**src/rtl/mft_pkg.sv**
```systemverilog
// ----------------------------------------------------------------------------
// mft_pkg: shared definitions for the multiset frequency table
// Command codes, field widths, parameter defaults and the control bundle
// passed from the update unit to the sequencer.
// ----------------------------------------------------------------------------
package mft_pkg;

    localparam int VALUE_W         = 10;
    localparam int CMD_W           = 2;
    localparam int OUT_CNT_W       = 16;
    localparam int VALUE_SLOTS_DEF = 1024;
    localparam int COUNT_BITS_DEF  = 16;

    localparam logic [CMD_W-1:0] CMD_QUERY  = 2'd0;
    localparam logic [CMD_W-1:0] CMD_ADD    = 2'd1;
    localparam logic [CMD_W-1:0] CMD_REMOVE = 2'd2;

    typedef struct packed {
        logic ok;
        logic wr_en;
        logic scan_up;
        logic scan_down;
    } upd_ctrl_t;

endpackage

```
**src/rtl/mft_update.sv**
```systemverilog
// ----------------------------------------------------------------------------
// mft_update: counter update unit
// Apply one command to a slot count, the total and the bounds; flag a rescan.
// ----------------------------------------------------------------------------
module mft_update #(
    parameter int COUNT_BITS = mft_pkg::COUNT_BITS_DEF
) (
    input  logic [mft_pkg::CMD_W-1:0]          cmd,
    input  logic                               slot_ok,
    input  logic signed [mft_pkg::VALUE_W-1:0] value,
    input  logic [COUNT_BITS-1:0]              rd_count,
    input  logic [COUNT_BITS-1:0]              total,
    input  logic signed [mft_pkg::VALUE_W-1:0] least,
    input  logic signed [mft_pkg::VALUE_W-1:0] greatest,
    output mft_pkg::upd_ctrl_t                 ctrl,
    output logic [COUNT_BITS-1:0]              count_new,
    output logic [COUNT_BITS-1:0]              total_new,
    output logic signed [mft_pkg::VALUE_W-1:0] least_new,
    output logic signed [mft_pkg::VALUE_W-1:0] greatest_new
);

    logic [COUNT_BITS-1:0] cnt;
    logic                  full;

    // Out-of-range values have no slot and read as zero copies
    assign cnt  = slot_ok ? rd_count : '0;
    assign full = (total == {COUNT_BITS{1'b1}});

    always_comb
    begin
        ctrl         = '0;
        count_new    = cnt;
        total_new    = total;
        least_new    = least;
        greatest_new = greatest;
        unique case (cmd)
            mft_pkg::CMD_ADD:
            begin
                if (slot_ok && !full)
                begin
                    ctrl.ok    = 1'b1;
                    ctrl.wr_en = 1'b1;
                    count_new  = cnt + 1'b1;
                    total_new  = total + 1'b1;
                    if (total == '0)
                    begin
                        least_new    = value;
                        greatest_new = value;
                    end
                    else
                    begin
                        if (value < least)    least_new    = value;
                        if (value > greatest) greatest_new = value;
                    end
                end
            end
            mft_pkg::CMD_REMOVE:
            begin
                if (slot_ok && cnt != '0)
                begin
                    ctrl.ok    = 1'b1;
                    ctrl.wr_en = 1'b1;
                    count_new  = cnt - 1'b1;
                    total_new  = total - 1'b1;
                    if (total_new == '0)
                    begin
                        least_new    = '0;
                        greatest_new = '0;
                    end
                    else if (count_new == '0)
                    begin
                        // last copy of a bound gone: find the next member
                        ctrl.scan_up   = (value == least);
                        ctrl.scan_down = (value == greatest);
                    end
                end
            end
            default:
            begin
                ctrl.ok = (cnt != '0);
            end
        endcase
    end

endmodule

```
**config.mk**
```make
export PLATFORM = sky130hd
export DESIGN_NAME = mft_update
export DESIGN_NICKNAME = d
export VERILOG_FILES = /design/src/rtl/mft_pkg.sv /design/src/rtl/mft_update.sv
export SDC_FILE = /design/constraint.sdc
export NUM_CORES = 1
export LEC_CHECK = 0
export BUFFER_PORTS_ARGS = -buffer_cell sky130_fd_sc_hd__buf_2
export CORE_ASPECT_RATIO = 0.5
export CORE_UTILIZATION = 55
export DETAILED_ROUTE_END_ITERATION = 8
export PLACE_DENSITY = 0.86
export RECOVER_POWER = 25
export SLEW_MARGIN = 10
export SYNTH_ARGS = -nofsm -noshare
export SYNTH_HDL_FRONTEND = slang
export SYNTH_SLANG_ARGS = --single-unit
```
**constraint.sdc**
```tcl
create_clock -name vclk -period 12.7
set_clock_uncertainty 0.1 [all_clocks]
set_input_delay 2.54 -clock vclk [all_inputs]
set_output_delay 2.54 -clock vclk [all_outputs]
set_load 0.02 [all_outputs]
```
==> reports/results.txt <==
Post-Syn Area per Cell - 6.30 sq um
register area - 0 sq um
# clk buffers - 0
Critical Path Source - slot_ok
share of cells above drive strength 1 - 0.214
Synth area leaders - ha_1 9.4%, o211ai_1 7.6%, nand2_1 7.1%, a21oi_1 5.0%, clkbuf_1 4.4%
Worst Path Class, Setup - input pin to output pin
Post-Syn Area - 0.00374 sq mm
vias in the first global route - 4,178
grt total ovfl - 0
simple-gate share of the synthesized area - 0.350
mux contribution to synthesized area - 0.0408
failing checks - max-capacitance violations, max-slew violations
area growth from synthesis to layout - 13.4%
Cells after Synth - 593
antenna violations before repair - 0
hold slack - 5.36 ns
post-synth top area cell - ha_1
dpl hpwl - 9.72 mm
Die W - 119 um
critical path fanouts, max - 44
wire per inst - 17.4 um
router iterations before antenna repair - 7
area share of the largest cell type after synthesis - 0.0937
Hold Path Origin - rd_count[0]
largest family of logic cells by synthesized area - compound AO/OA/AOI/OAI gates
Unique masters post-synth - 75
global-route wire length before repair - 20.6 mm
port bufs - 121
RSZ-0062 raised after global routing - false
Setup WS post-layout - 3.56 ns
DR vias/cell - 6.89
largest net degree at the start of global routing - 47
Die Y - 60.3 um
Crit. End Element - output pin
Critical Path Sink - least_new[7]
PD cells - 38.5 mW/mm^2
hold buffer count at cts - 0
min-delay worst type - input pin to output pin
pre-CTS setup slack - 4.34 ns
post-route minimum period - 9.14 ns
setup total negative slack - 0 ns
Global Route Usage Sum - 0.351
# nets final - 758
Starting Density - 0.593
row count - 20
total wire length - 13.1 mm
Placed Area - 0.00426 sq mm
Fin. Hold Viols - 0
core region area - 0.00631 sq mm
Slew HR - -0.107
count of final setup violators - 0
design area - 0.00424 sq mm
Net Count, Synth - 686
status - complete, but fails checks
Routed Antenna Nets - 0
Synth Area in Adders - 0.0937
Max VDD drop - 0.0000187 V
Ys Warns - 0
critical path startpoint category - input pin
IO Pins - 121
WP data arrival - 6.50 ns
Leakage - 0.00178 uW
xor and xnor area share after synthesis - 0.0211
Req. time, crit path - 10.06 ns
register area share after synthesis - 0
Resized cells post-CTS - 0
DRC - 0
period utilization - 0.720
Antenna Cells - 0
Setup Buffers After CTS - 0
Slew Limit Fails - 45
max-cap violations - 1
DR iter-0 viols - 765
Worst Max-Slew Pin Slew - 1.66 ns
num sequential - 0
GPL Wtd Cong - 1.04
area of the die - 0.00715 sq mm
Compound-Gate Fraction of Synth Area - 0.392
via count - 5,178
Max Fclk - 0.109 GHz
[report_power, final]
part	internal, uW	total, uW	switching [uW]
Clock	0	0	0
Combinational	54.6	163	108
Sequential	0	0	0
Total	54.6	163	108
[Yosys cell counts (6+ instances only)]
library cell,n
nand2_1,71
clkbuf_1,44
nor2_1,42
o211ai_1,38
a21oi_1,37
inv_1,36
ha_1,28
nand3_1,28
nor3_1,25
nand4_1,17
o21ai_0,16
o2111ai_1,14
mux2i_1,13
or3_1,13
o211ai_2,10
a21o_1,9
buf_2,9
a31oi_1,8
o22ai_1,8
a221o_1,7
nor4_1,7
o21a_1,7
and2_1,6
[metrics by stage]
step / utilization / cells / power [uW]
2_1_floorplan: - / 593 / 110
3_3_place_gp: 0.675 / 751 / 157
3_5_place_dp: 0.675 / 751 / 160
4_1_cts: 0.675 / 751 / 160
5_1_grt: 0.672 / 751 / 177
6_report: 0.672 / 751 / 163
[layout by cell type (no fill, tap or decap), types with 6 or more instances in the layout]
cell type	n
nor2_1	42
o21ai_0	16
clkbuf_1	13
o22ai_1	8
o211ai_2	9
nand2_1	71
nand4_1	17
ha_1	28
o21a_1	7
nor4_1	7
nand3_1	28
inv_1	36
o2111ai_1	14
a21o_1	9
mux2i_1	13
a31oi_1	8
or3_1	13
and2_1	6
a21oi_1	37
o211ai_1	39
buf_2	108
nor3_1	25
buf_4	6
a221o_1	7
[how the worst min path moves through the flow]
stage / to / slack [ns] / depth (start not counted)
detailed placement: count_new[0] / 5.36 / 3
finish: count_new[0] / 5.36 / 3
global route: count_new[0] / 5.39 / 3
global placement: count_new[0] / 5.36 / 3
floorplan: count_new[0] / 5.14 / 1
CTS: count_new[0] / 5.36 / 3
[critical path, cell delays in order]
cell and delay [ns]:
clkbuf_1 1.17, nand2_1 0.32, ha_1 0.38, nand2_1 0.30, o21a_1 0.50, nand2_1 0.51, o21ai_4 0.47, o211ai_1 0.13
buf_2 0.17
[logic make-up after synthesis]
family	after synthesis
xor gates and xnor gates	9
and+or+nand+nor	249
AOI/OAI and AO/OA	197
buffers and inverters	95
muxes	15
adders and majority gates	28
[final cells by class]
cell class	count	area, sq um
fillers	620	2070
inverters	38	143
multi-input cells	498	3350
well taps	88	110
repair buffers	127	634
[layer usage]
| metal | routed length, um | track usage | vias up | share of wire |
|---|---|---|---|---|
| li1 | - | - | 2413 | - |
| met1 | 5620 | 0.506 | 2358 | 0.43 |
| met4 | 176 | 0.0633 | 0 | 0.013 |
| met3 | 1770 | 0.0525 | 24 | 0.14 |
| met5 | 0 | 0 | - | 0 |
| met2 | 5530 | 0.557 | 383 | 0.42 |
No activity file was read; power rests on OpenSTA's default activity.
